### config.mk
export PLATFORM = sky130hd
export DESIGN_NAME = directional_focus_selector_core
export DESIGN_NICKNAME = d
export VERILOG_FILES = /design/src/rtl/dfs_pkg.sv /design/src/rtl/directional_focus_selector_core.sv /design/src/rtl/dfs_metric.sv
export VERILOG_INCLUDE_DIRS = /design/src /design/src/rtl
export SDC_FILE = /design/constraint.sdc
export NUM_CORES = 1
export LEC_CHECK = 0
export BUFFER_PORTS_ARGS = -buffer_cell sky130_fd_sc_hd__buf_2
export CAP_MARGIN = 20
export CORE_ASPECT_RATIO = 0.75
export CORE_MARGIN = 8
export CORE_UTILIZATION = 56
export CTS_BUF_LIST = sky130_fd_sc_hd__clkbuf_4 sky130_fd_sc_hd__clkbuf_8
export CTS_CLUSTER_SIZE = 25
export DETAILED_ROUTE_END_ITERATION = 10
export PLACE_DENSITY = 0.74
export SLEW_MARGIN = 20
export SYNTH_ARGS = -nofsm -noshare
export SYNTH_HDL_FRONTEND = slang
export SYNTH_SLANG_ARGS = --single-unit
### constraint.sdc
create_clock -name clock -period 6.9 [get_ports clock]
set_input_delay 2.07 -clock clock [delete_from_list [all_inputs] [get_ports clock]]
set_output_delay 2.07 -clock clock [all_outputs]
set_load 0.03 [all_outputs]
### src/rtl/directional_focus_selector_core_defines.svh
// Assertion macros shared by the directional focus selector RTL.
// No dependencies; included by the top level ahead of its assertions.
`ifndef DIRECTIONAL_FOCUS_SELECTOR_CORE_DEFINES_SVH
`define DIRECTIONAL_FOCUS_SELECTOR_CORE_DEFINES_SVH

// Checks that an expression holds at every clock edge outside reset.
`define DFS_ASSERT_ALWAYS(label, clk, rst, expr, msg) \
   label: assert property (@(posedge clk) disable iff (rst) (expr)) else $error(msg);

// Checks that a consequent holds in the same cycle whenever the antecedent does.
`define DFS_ASSERT_IMPLY(label, clk, rst, ante, cons, msg) \
   label: assert property (@(posedge clk) disable iff (rst) (ante) |-> (cons)) else $error(msg);

`endif

### src/rtl/dfs_pkg.sv
// Shared types, constants and geometry helpers of the directional focus selector.
// No dependencies; used by dfs_metric and directional_focus_selector_core.
package dfs_pkg;

   // Centers are clamped to [-COORD_LIMIT, COORD_LIMIT].
   localparam int COORD_LIMIT = 32767;
   localparam int DIST_W      = 16;
   localparam int SCORE_W     = $clog2((2 * COORD_LIMIT + 1) * 1024 + 2 * COORD_LIMIT + 1);
   localparam int OUT_IDX_W   = 6;
   localparam int REQ_DATA_W  = 72;
   localparam int REQ_FIELDS_W = 66;
   localparam int RSP_DATA_W  = 8;

   // Item kinds carried on tuser.
   localparam logic OPC_START = 1'b0;
   localparam logic OPC_CAND  = 1'b1;

   // Input fields, direction in the lowest bits.
   typedef struct packed {
      logic        is_current;
      logic        current_valid;
      logic [14:0] rect_height;
      logic [14:0] rect_width;
      logic [15:0] rect_y;
      logic [15:0] rect_x;
      logic [1:0]  direction;
   } req_item_type;

   // Geometry of the current target, prepared when a start item arrives.
   typedef struct packed {
      logic [15:0] ucx;
      logic [15:0] ucy;
      logic [16:0] x0;
      logic [16:0] x1;
      logic [16:0] y0;
      logic [16:0] y1;
   } cur_geom_type;

   // Per-candidate figures that feed the selection stage.
   typedef struct packed {
      logic               in_dir;
      logic               beam;
      logic [SCORE_W-1:0] score;
      logic [SCORE_W-1:0] wscore;
   } cand_metric_type;

   // Control flags of an item in the selection stage.
   typedef struct packed {
      logic is_cand;
      logic judge;
      logic no_cur;
      logic last;
   } stage_flags_type;

   // Center of a span, clamped to the coordinate limit.
   function automatic logic signed [15:0] center_of(input logic signed [15:0] edge_v,
                                                    input logic [14:0] size);
      logic signed [16:0] c;
      logic signed [16:0] lim;
      begin
         lim = 17'(COORD_LIMIT);
         c = 17'(edge_v) + $signed({3'b000, size[14:1]});
         if (c > lim) begin
            c = lim;
         end else if (c < -lim) begin
            c = -lim;
         end
         center_of = 16'(c);
      end
   endfunction

   // Absolute distance between two clamped centers.
   function automatic logic [DIST_W-1:0] abs_diff(input logic signed [15:0] a,
                                                  input logic signed [15:0] b);
      logic signed [16:0] d;
      begin
         d = 17'(a) - 17'(b);
         if (d < 0) begin
            d = -d;
         end
         abs_diff = d[DIST_W-1:0];
      end
   endfunction

endpackage

### src/rtl/directional_focus_selector_core.sv
// Top level of the directional focus selector: input, metric and selection stages.
// Depends on dfs_pkg, dfs_metric and directional_focus_selector_core_defines.svh.

// The block takes one item per clock cycle on the req_ stream while req_tready
// is high and returns a single item on the rsp_ stream for each candidate item
// that carries tlast. An item passes an input register, a metric register and
// the result register. The sustained rate is one item per cycle while no
// waiting result holds the pipeline, set by the best-so-far compare loop of the
// selection stage. A start item (tuser low) loads the key direction and the
// current rectangle; candidates (tuser high) then follow, indexed from zero, up
// to MAX_CANDIDATES per search. A waiting result does not stop the pipeline
// until an item that needs the result register reaches the selection stage.
`include "directional_focus_selector_core_defines.svh"

module directional_focus_selector_core
   import dfs_pkg::*;
#(
   parameter int MAX_CANDIDATES = 64
)
(
   input  logic                  clock,
   input  logic                  reset,
   input  logic                  req_tvalid,
   output logic                  req_tready,
   // direction[1:0], rect_x[17:2], rect_y[33:18], rect_width[48:34],
   // rect_height[63:49], current_valid[64], is_current[65], zeros above
   input  logic [REQ_DATA_W-1:0] req_tdata,
   // opcode[0]
   input  logic                  req_tuser,
   input  logic                  req_tlast,
   output logic                  rsp_tvalid,
   input  logic                  rsp_tready,
   // found[0], target_index[6:1], zero[7]
   output logic [RSP_DATA_W-1:0] rsp_tdata
);

   localparam int IDX_W = $clog2(MAX_CANDIDATES);
   localparam int CNT_W = $clog2(MAX_CANDIDATES + 1);

   // Input register.
   logic          s0_valid_ff, s0_valid_in;
   req_item_type  s0_item_ff;
   logic          s0_opc_ff;
   logic          s0_last_ff;
   logic          s0_go;

   // Search context held by the metric stage.
   logic [1:0]    dir_ff;
   logic          have_cur_ff;
   cur_geom_type  geom_ff, geom_in;
   logic [CNT_W-1:0] count_ff, count_in;
   logic          counted;

   // Metric register.
   logic            s1_valid_ff, s1_valid_in;
   stage_flags_type s1_flags_ff, s1_flags_in;
   cand_metric_type s1_metric_ff, metric;
   logic [IDX_W-1:0] s1_idx_ff;
   logic            s1_emit, s1_go, s1_ready;

   // Running winners of the selection stage.
   logic               best_valid_ff, best_valid_in;
   logic               best_beam_ff, best_beam_in;
   logic [SCORE_W-1:0] best_score_ff, best_score_in;
   logic [IDX_W-1:0]   best_idx_ff, best_idx_in;
   logic               wrap_valid_ff, wrap_valid_in;
   logic [SCORE_W-1:0] wrap_score_ff, wrap_score_in;
   logic [IDX_W-1:0]   wrap_idx_ff, wrap_idx_in;
   logic               take_best, take_wrap;

   // Result register.
   logic                 rsp_valid_ff, rsp_valid_in;
   logic                 rsp_found_ff, rsp_found_in;
   logic [OUT_IDX_W-1:0] rsp_idx_ff, rsp_idx_in;
   logic [IDX_W-1:0]     sel_idx;
   logic [IDX_W+OUT_IDX_W-1:0] sel_idx_ext;
   logic                 out_free;

   // Handshake and stage advance.
   always_comb begin
      out_free = !rsp_valid_ff || rsp_tready;
      s1_emit = s1_flags_ff.is_cand && s1_flags_ff.last;
      s1_go = s1_valid_ff && (!s1_emit || out_free);
      s1_ready = !s1_valid_ff || s1_go;
      s0_go = s0_valid_ff && s1_ready;
      req_tready = !s0_valid_ff || s1_ready;
   end

   // Input register load.
   always_comb begin
      s0_valid_in = s0_valid_ff;
      if (req_tvalid && req_tready) begin
         s0_valid_in = 1'b1;
      end else if (s0_go) begin
         s0_valid_in = 1'b0;
      end
   end

   always_ff @(posedge clock) begin
      if (reset) begin
         s0_valid_ff <= 1'b0;
      end else begin
         s0_valid_ff <= s0_valid_in;
      end
      if (req_tvalid && req_tready) begin
         s0_item_ff <= req_item_type'(req_tdata[REQ_FIELDS_W-1:0]);
         s0_opc_ff <= req_tuser;
         s0_last_ff <= req_tlast;
      end
   end

   // Candidate figures against the held current target.
   dfs_metric u_metric (
      .direction   (dir_ff),
      .geom        (geom_ff),
      .rect_x      (s0_item_ff.rect_x),
      .rect_y      (s0_item_ff.rect_y),
      .rect_width  (s0_item_ff.rect_width),
      .rect_height (s0_item_ff.rect_height),
      .metric      (metric)
   );

   // Current target geometry taken from a start item.
   always_comb begin
      geom_in.ucx = center_of($signed(s0_item_ff.rect_x), s0_item_ff.rect_width);
      geom_in.ucy = center_of($signed(s0_item_ff.rect_y), s0_item_ff.rect_height);
      geom_in.x0 = 17'($signed(s0_item_ff.rect_x));
      geom_in.y0 = 17'($signed(s0_item_ff.rect_y));
      geom_in.x1 = 17'($signed(s0_item_ff.rect_x)) + {2'b00, s0_item_ff.rect_width};
      geom_in.y1 = 17'($signed(s0_item_ff.rect_y)) + {2'b00, s0_item_ff.rect_height};
   end

   // Candidate numbering and item flags for the selection stage.
   always_comb begin
      counted = count_ff < CNT_W'(MAX_CANDIDATES);
      count_in = count_ff;
      if (s0_opc_ff == OPC_START || s0_last_ff) begin
         count_in = '0;
      end else if (counted) begin
         count_in = count_ff + 1'b1;
      end
      s1_flags_in.is_cand = (s0_opc_ff == OPC_CAND);
      s1_flags_in.judge = counted && have_cur_ff && !s0_item_ff.is_current &&
                          (s0_item_ff.rect_width != '0) && (s0_item_ff.rect_height != '0);
      s1_flags_in.no_cur = !have_cur_ff;
      s1_flags_in.last = s0_last_ff;
      s1_valid_in = s0_go || (s1_valid_ff && !s1_go);
   end

   always_ff @(posedge clock) begin
      if (reset) begin
         dir_ff <= '0;
         have_cur_ff <= 1'b0;
         geom_ff <= '0;
         count_ff <= '0;
         s1_valid_ff <= 1'b0;
      end else begin
         s1_valid_ff <= s1_valid_in;
         if (s0_go) begin
            count_ff <= count_in;
            if (s0_opc_ff == OPC_START) begin
               dir_ff <= s0_item_ff.direction;
               have_cur_ff <= s0_item_ff.current_valid;
               geom_ff <= geom_in;
            end
         end
      end
      if (s0_go) begin
         s1_flags_ff <= s1_flags_in;
         s1_metric_ff <= metric;
         s1_idx_ff <= count_ff[IDX_W-1:0];
      end
   end

   // Running winner updates; ties keep the earlier candidate.
   always_comb begin
      take_best = s1_flags_ff.judge && s1_metric_ff.in_dir &&
                  (!best_valid_ff || (s1_metric_ff.beam && !best_beam_ff) ||
                   ((s1_metric_ff.beam == best_beam_ff) &&
                    (s1_metric_ff.score < best_score_ff)));
      take_wrap = s1_flags_ff.judge &&
                  (!wrap_valid_ff || (s1_metric_ff.wscore < wrap_score_ff));
      best_valid_in = best_valid_ff || take_best;
      best_beam_in = take_best ? s1_metric_ff.beam : best_beam_ff;
      best_score_in = take_best ? s1_metric_ff.score : best_score_ff;
      best_idx_in = take_best ? s1_idx_ff : best_idx_ff;
      wrap_valid_in = wrap_valid_ff || take_wrap;
      wrap_score_in = take_wrap ? s1_metric_ff.wscore : wrap_score_ff;
      wrap_idx_in = take_wrap ? s1_idx_ff : wrap_idx_ff;
   end

   // Result of a search, taken from the updated winners.
   always_comb begin
      rsp_found_in = 1'b0;
      sel_idx = '0;
      priority if (s1_flags_ff.no_cur) begin
         rsp_found_in = 1'b1;
      end else if (best_valid_in) begin
         rsp_found_in = 1'b1;
         sel_idx = best_idx_in;
      end else if (wrap_valid_in) begin
         rsp_found_in = 1'b1;
         sel_idx = wrap_idx_in;
      end
      sel_idx_ext = {{OUT_IDX_W{1'b0}}, sel_idx};
      rsp_idx_in = sel_idx_ext[OUT_IDX_W-1:0];
      rsp_valid_in = rsp_valid_ff && !rsp_tready;
      if (s1_go && s1_emit) begin
         rsp_valid_in = 1'b1;
      end
   end

   // Winner registers clear at a start item and after the last candidate.
   always_ff @(posedge clock) begin
      if (reset) begin
         best_valid_ff <= 1'b0;
         best_beam_ff <= 1'b0;
         best_score_ff <= '1;
         best_idx_ff <= '0;
         wrap_valid_ff <= 1'b0;
         wrap_score_ff <= '1;
         wrap_idx_ff <= '0;
      end else if (s1_go) begin
         if (!s1_flags_ff.is_cand || s1_flags_ff.last) begin
            best_valid_ff <= 1'b0;
            best_beam_ff <= 1'b0;
            best_score_ff <= '1;
            best_idx_ff <= '0;
            wrap_valid_ff <= 1'b0;
            wrap_score_ff <= '1;
            wrap_idx_ff <= '0;
         end else begin
            best_valid_ff <= best_valid_in;
            best_beam_ff <= best_beam_in;
            best_score_ff <= best_score_in;
            best_idx_ff <= best_idx_in;
            wrap_valid_ff <= wrap_valid_in;
            wrap_score_ff <= wrap_score_in;
            wrap_idx_ff <= wrap_idx_in;
         end
      end
   end

   // Result register.
   always_ff @(posedge clock) begin
      if (reset) begin
         rsp_valid_ff <= 1'b0;
      end else begin
         rsp_valid_ff <= rsp_valid_in;
      end
      if (s1_go && s1_emit) begin
         rsp_found_ff <= rsp_found_in;
         rsp_idx_ff <= rsp_idx_in;
      end
   end

   assign rsp_tvalid = rsp_valid_ff;
   assign rsp_tdata = {1'b0, rsp_idx_ff, rsp_found_ff};

   // A new result only appears after a last candidate left the selection stage.
   `DFS_ASSERT_IMPLY(a_rsp_from_last, clock, reset, $rose(rsp_valid_ff), $past(s1_go && s1_emit), "result without a last candidate")
   // The candidate counter never runs past the search limit.
   `DFS_ASSERT_ALWAYS(a_count_bound, clock, reset, count_ff <= CNT_W'(MAX_CANDIDATES), "candidate count past limit")
   // A beam winner is always a valid winner.
   `DFS_ASSERT_IMPLY(a_beam_valid, clock, reset, best_beam_ff, best_valid_ff, "beam flag without a winner")
   // A blocked input register keeps its item.
   `DFS_ASSERT_IMPLY(a_s0_hold, clock, reset, $past(s0_valid_ff && !s1_ready) && !$past(reset), s0_valid_ff && $stable(s0_item_ff), "input register lost a stalled item")

endmodule

### src/rtl/dfs_metric.sv
// Direction, beam and score figures of one candidate against the current target.
// Depends on dfs_pkg for the geometry types and helper functions.
module dfs_metric
   import dfs_pkg::*;
(
   input  logic [1:0]      direction,
   input  cur_geom_type    geom,
   input  logic [15:0]     rect_x,
   input  logic [15:0]     rect_y,
   input  logic [14:0]     rect_width,
   input  logic [14:0]     rect_height,
   output cand_metric_type metric
);

   logic                signed [15:0] ccx, ccy, cu, uu;
   logic                horiz, fwd;
   logic [DIST_W-1:0]   dx, dy, primary, secondary;
   logic signed [16:0]  a0, a1, b0, b1;
   logic signed [16:0]  rank_s;
   logic [DIST_W-1:0]   rank, edge_rank;

   // Centers and distances along and across the key axis.
   always_comb begin
      ccx = center_of($signed(rect_x), rect_width);
      ccy = center_of($signed(rect_y), rect_height);
      horiz = direction[1];
      fwd = direction[0];
      cu = horiz ? ccx : ccy;
      uu = horiz ? $signed(geom.ucx) : $signed(geom.ucy);
      dx = abs_diff(ccx, $signed(geom.ucx));
      dy = abs_diff(ccy, $signed(geom.ucy));
      primary = horiz ? dx : dy;
      secondary = horiz ? dy : dx;
   end

   // Beam overlap on the cross axis.
   always_comb begin
      a0 = horiz ? $signed(geom.y0) : $signed(geom.x0);
      a1 = horiz ? $signed(geom.y1) : $signed(geom.x1);
      b0 = horiz ? 17'($signed(rect_y)) : 17'($signed(rect_x));
      b1 = b0 + $signed({2'b00, horiz ? rect_height : rect_width});
   end

   // Wrap rank toward the opposite screen edge.
   always_comb begin
      rank_s = 17'(cu) + 17'(COORD_LIMIT);
      rank = rank_s[DIST_W-1:0];
      edge_rank = fwd ? rank : DIST_W'(2 * COORD_LIMIT + 1) - rank;
   end

   // Figures handed to the selection stage.
   always_comb begin
      metric.in_dir = fwd ? (cu > uu) : (cu < uu);
      metric.beam = (a0 < b1) && (b0 < a1);
      metric.score = SCORE_W'({primary, 10'b0}) + SCORE_W'(secondary);
      metric.wscore = SCORE_W'({edge_rank, 10'b0}) + SCORE_W'(secondary);
   end

endmodule
==> results of run 1 <==
logic make-up after synthesis:
family,count (synthesis),synth area share [%]
compound gates,660,19.80
xor+xnor,153,6.084
fa+ha+maj,233,13.47
buf+inv,291,5.034
flops,311,34.03
mux,114,5.457
other cells,1,0.01693
simple gates,717,16.11
cell usage after synthesis, types with 21 or more instances:
library cell	instances
nand3_1	25
nor3b_1	42
mux2_2	44
edfxtp_1	131
nand2_1	216
xnor2_1	107
nand4_1	24
clkbuf_1	77
a211oi_1	50
inv_1	190
nor2b_1	28
o21a_1	35
nor2_1	182
dfxtp_1	180
o21ai_0	89
nand2b_1	36
ha_1	224
a31oi_1	23
o21bai_1	49
a21o_1	52
xor2_1	45
nor3_1	51
o22a_1	27
or3_1	22
a21oi_1	196
mux2i_1	69
nor4_1	21
registers in the layout (all words and copies together), names as in the netlist, 2 cells and up:
register,count
s1_flags_ff,4
best_idx_ff,6
count_ff,7
s0_item_ff,34
geom_in,32
s1_metric_ff,46
wrap_score_ff,27
rsp_idx_ff,6
wrap_idx_ff,6
geom_ff,98
s1_idx_ff,6
best_score_ff,27
dir_ff,2
worst min-delay path by stage:
stage,start,endpoint,slack (ns),cells past startpoint
floorplan,s0_last_ff,s1_flags_ff[0],0.43,0
global placement,geom_ff[49],geom_ff[49],0.44,2
detailed placement,geom_ff[29],geom_ff[29],0.45,2
CTS,geom_ff[43],geom_ff[43],0.45,2
global route,geom_ff[10],geom_ff[10],0.47,2
finish,geom_ff[29],geom_ff[29],0.45,2
power breakdown:
part	internal [W]	switching, W
registers	0.00222	0.000145
logic	0.00308	0.00315
clock network	0.000898	0.000779
total	0.00620	0.00407
through the flow:
| step | instance area [um2] | TNS [ns] | hold WS (ns) |
|---|---|---|---|
| floorplan | 22300 | -0.6871 | 0.4271 |
| global placement | 25720 | -11.38 | 0.4380 |
| detailed placement | 25720 | -17.02 | 0.4457 |
| CTS | 27560 | -6.004 | 0.4533 |
| global route | 28130 | -18.77 | 0.4692 |
| finish | 28130 | -11.45 | 0.4539 |
worst min-delay path, stage by stage, from the launching register on:
cell and delay [ns]:
dfxtp_1 0.31, nand2_1 0.05, a21oi_1 0.05
what timing repair did:
item                       in CTS  in global routing
buffers inserted               38                 20
resized for setup             104                 69
setup endpoints to repair      28                 29
pin swaps                      53                 38
metal layers:
| layer | track usage, % | part of all wire, % | wire length, um |
|---|---|---|---|
| met3 | 7.965 | 9.8 | 6621 |
| met5 | 0 | 0.040 | 27 |
| met2 | 41.04 | 43 | 29200 |
| met1 | 38.72 | 45 | 30530 |
| met4 | 5.255 | 1.7 | 1180 |
layout make-up:
type / count / area [um2] / share of cell area [%]
inverters: 193 / 724.4 / 2.576
diodes: 1 / 2.502 / 0.008897
repair buffers: 500 / 3617 / 12.86
clock buffers: 73 / 873.3 / 3.105
well taps: 520 / 650.6 / 2.313
multi-input cells: 1878 / 14550 / 51.74
clock inverters: 19 / 165.2 / 0.5872
flip-flops and latches: 311 / 7541 / 26.81
==> flow_summary.ini, run 1 <==
[status]
outcome = finished with violations
violations = setup timing

[detailed_routing]
routed_wl_um = 67550
ant_nets = 0
firstDrtPassIters = 7
vias = 20480
wire_per_inst_um = 19.33
drc = 0
avgViaCountPerCell = 5.860
drt-initial-drc-count = 1783

[place]
place_ws_ns = -0.9464
gp_congestion = 1.006
placedCellCount = 3345
port_buffers = 80
dp_hpwl_um = 50160

[final_layout]
final_cell_mix = buf_4 (409), ha_1 (210), nand2_1 (209)
fin_cells = 3495
final_common_cell = buf_4
post-route-util_pct = 71.65
fillCellCount = 2877
syn_to_final_growth_pct = 27.00
layout-drive-gt1-share_pct = 27.57
nets = 3245

[setup_path]
regToRegSetupSlack_ns = -0.76
path_buf_inv = 6
crit_type = reg2reg
worstPathRequired_ns = 7.25
r2r_end = s1_metric_ff[24]
critPathArrivalTime_ns = 8.01
path_delay_family = compound AO/OA/AOI/OAI gates
reg2reg_depth = 36
endpoint = s1_metric_ff[24]
cp_max_fo = 4
slowest_delay_ns = 0.53
r2r_start = s0_item_ff[51]
startpoint_type = flip-flop
slowest_stage = or4_4
crit_start = s0_item_ff[51]
cpMostUsedCell = buf_4
end_kind = flip-flop
crit_cells = 36

[timing]
skew_ns = 0.02118
worst_pin_slew_ns = 1.025
setup_ws_ns = -0.7578
timing.fmax_ghz = 0.1306
hold_viol = 0
period_needed_ns = 7.658
rsz0062_at_grt = true
layout_worst_path_cycle_share_pct = 111.0
setup_violations = 25
final_max_slew_viol_count = 0
relSlewSlack_pct = 31.56

[global_routing]
overflow = 0
grt_pass1_vias = 19560
grt_max_degree = 89
grt_antenna_before_repair = 3
grt.total_usage_pct = 27.30
grt_pass1_wl_um = 102900

[clock_tree]
numClockSinks = 311
tritoncts = done
cts_hold_buf = 0
insertion_delay_ns = 0.61
numCtsBuffers = 50
clk_pin_slew_ns = 0.07
cts_max_level = 2
cts_buffer_depth = 3
clock_tree.root_cell = clkbuf_8

[logic_synthesis]
synth_fp_nets = 2791
ys_ff_latch = 311
ys_warn_count = 0
yosysTopAreaCell = edfxtp_1
ys_async_sr_fraction_pct = 0
synth_top_area_share_pct = 17.76
syn_area_um2 = 22150
ys_top_cells_by_area = edfxtp_1 (18%), dfxtp_1 (16%), ha_1 (13%)
synth.distinct_cells = 99
yosysSeqAreaShare_pct = 34.03
synth_edf_count = 131
syn_avg_cell_area_um2 = 8.930
ys.flop_type = dfxtp_1
synthCells = 2480

[power_and_ir_drop]
ir_worst_vdd_v = 0.0002871
power.total_w = 0.01027
leakage_nw = 12.32
cellPowerDensity_nw_per_um2 = 365.2

[floorplanning]
ios = 88
die_h_um = 188.2
fp-row-count = 63
core_um2 = 39260
die_x_um = 245.6
die_area_um2 = 46230
initial_utilization_pct = 56.42

[worst_hold_path]
hold_class = reg2reg

[run]
maxCapViolCount = 0
Note: power is estimated with default switching activity, not from simulation.
==> run 2: changes to the inputs <==
Settings changed: PLACE_DENSITY 0.74 to 0.71.
Clock period 6.9 ns to 9 ns, I/O delays scaled along.
==> run 2 against run 1 <==
Effect of this change:
- the run now ends clean
- first-iteration DRC count shrank 4.4%
- register-to-register slack gained 1.2 ns
- count of clock-buffer cells in the layout grew 1
- flip-flop and latch count is the same
- critical path type unchanged
- highest routed layer unchanged
==> flow_summary.ini, run 2 (synthesized netlist as in run 1, its figures left out) <==
[clock_tree]
insertion_delay_ns = 0.61
numClockSinks = 311
tritoncts = done
cts_hold_buf = 0
cts_buffer_depth = 3
clock_tree.root_cell = clkbuf_8
cts_max_level = 2
clk_pin_slew_ns = 0.07
numCtsBuffers = 50

[timing]
tns_ns = 0
skew_ns = 0.03075
worst_pin_slew_ns = 1.006
setup_violations = 0
timing.fmax_ghz = 0.1168
setup_ws_ns = 0.4415
period_needed_ns = 8.559
whs_ns = 0.4504
relSlewSlack_pct = 31.00
hold_viol = 0
layout_worst_path_cycle_share_pct = 95.09
final_max_slew_viol_count = 0
rsz0062_at_grt = false

[detailed_routing]
drt-initial-drc-count = 1705
drc = 0
avgViaCountPerCell = 5.986
ant_nets = 0
wire_per_inst_um = 19.15
routed_wl_um = 59530
firstDrtPassIters = 5
vias = 18610

[final_layout]
fillCellCount = 3365
syn_to_final_growth_pct = 9.446
largestRegisters = geom_ff x98, s1_metric_ff x46, s0_item_ff x34
postLayoutCellArea_um2 = 24240
largest_reg_flops = 98
regArea_um2 = 7541
nets = 2857
layout-drive-gt1-share_pct = 11.28
final_common_cell = ha_1
final_cell_mix = ha_1 (224), nand2_1 (216), a21oi_1 (194)
regMostFlops = geom_ff
multiInputGateArea_um2 = 13610

[setup_path]
r2r_start = s0_item_ff[50]
regToRegSetupSlack_ns = 0.44
cpMostUsedCell = a21oi_1
worstPathRequired_ns = 9.37
slowest_stage = or4_1
reg2reg_depth = 34
slowest_delay_ns = 0.58
cp_max_fo = 5
crit_type = reg2reg
critPathArrivalTime_ns = 8.93
startpoint_type = flip-flop
end_kind = flip-flop
r2r_end = s1_metric_ff[53]

[place]
place_ws_ns = 0.1820
place_area_um2 = 23080
port_buffers = 80
dp_hpwl_um = 45690
gp_congestion = 0.9355

[global_routing]
grt_pass1_wl_um = 93140
grt_antenna_before_repair = 2
grt_max_degree = 78
overflow = 0
grt_pass1_vias = 17230
grt.total_usage_pct = 24.70

[power_and_ir_drop]
switchingPower_w = 0.002440
combinationalPowerShare_pct = 48.2
switching_share_pct = 40.83
ir_worst_vdd_v = 0.0001279
intPower_w = 0.003536
seq_power_share_pct = 30.6
leakage_nw = 10.21
clkPwrFrac_pct = 21.2
cellPowerDensity_nw_per_um2 = 246.6

[floorplanning]
core_um2 = 39260
die_h_um = 188.2
fp-row-count = 63
die_x_um = 245.6
die_area_um2 = 46230
ios = 88
initial_utilization_pct = 56.42

[worst_hold_path]
hold_class = reg2reg
hold_depth = 2
worstHoldStart = geom_ff[10]
whs_endpoint = geom_ff[10]

[status]
outcome = complete, no violations

[run]
maxCapViolCount = 0
-- run 2: cell count changes in the layout (fill, tap and decap cells not counted), moves of 10 or more --
cell | previous run | this run
a21oi_1 | 173 | 194
a21oi_2 | 20 | 4
buf_4 | 409 | 32
buf_6 | 11 | 0
ha_1 | 210 | 224
ha_4 | 10 | 0
o21ai_0 | 72 | 88
xnor2_1 | 93 | 107
xnor2_2 | 14 | 1
-- run 2: area by class of cell --
cell class                 count  share of cell area, %
inverter                     193                  2.989
antenna                        1                0.01032
sequential                   311                  31.11
timing repair buffer         112                  2.736
clock inverter                20                 0.5472
tap                          520                  2.684
clock buffer                  74                  3.763
multi-input combinational   1878                  56.16
-- run 2: how the worst max path moves through the flow --
stage              startpoint               end  slack, ns  depth (start not counted)
2_1_floorplan  s0_item_ff[50]  s1_metric_ff[24]       1.43                         33
5_1_grt           geom_in[24]  s1_metric_ff[53]       0.03                         34
3_3_place_gp   s0_item_ff[50]  s1_metric_ff[53]       0.41                         31
4_1_cts        s0_item_ff[50]  s1_metric_ff[53]       0.08                         33
3_5_place_dp   s0_item_ff[50]  s1_metric_ff[53]       0.18                         33
6_report       s0_item_ff[50]  s1_metric_ff[53]       0.44                         34
-- run 2: power by group through the flow --
stage,combinational (W),sequential [W],clock (W)
3_5_place_dp,0.00278,0.00185,0
5_1_grt,0.00315,0.00184,0.00136
2_1_floorplan,0.00208,0.00180,0
3_3_place_gp,0.00271,0.00185,0
4_1_cts,0.00280,0.00183,0.00130
6_report,0.00288,0.00183,0.00127
-- run 2: timing repair --
action	CTS	global route
endpoints found under the hold margin	0	0
setup buffers	0	1
gates resized for setup	0	19
setup endpoints to repair	0	19
-- run 2: metal layers --
metal  part of all wire, %  GRT usage [%]  vias to the layer above
li1                      -              -                     9077
met1                    48          37.60                     8754
met2                    40          34.74                      689
met3                   9.7          6.211                       89
met4                   1.6          4.891                        2
met5                 0.022              0                        -
-- run 2: per-stage QoR --
stage                     util [%]  power [W]  instances
after floorplan                  -   0.003877       2480
after global placement       58.78   0.004558       3012
after detailed placement     58.78   0.004630       3012
after CTS                    61.45   0.005920       3106
after global routing         61.74   0.006349       3108
final                        61.75   0.005977       3109
-- run 2: worst max-delay path, delay by kind of cell (launching register included) --
kind	cells	cell delay [ns]
AOI/OAI and AO/OA	15	3.19
xor gates and xnor gates	2	0.70
adders and majority gates	6	1.80
buffers and inverters	1	0.06
DFF	1	0.44
and+or+nand+nor	10	2.13
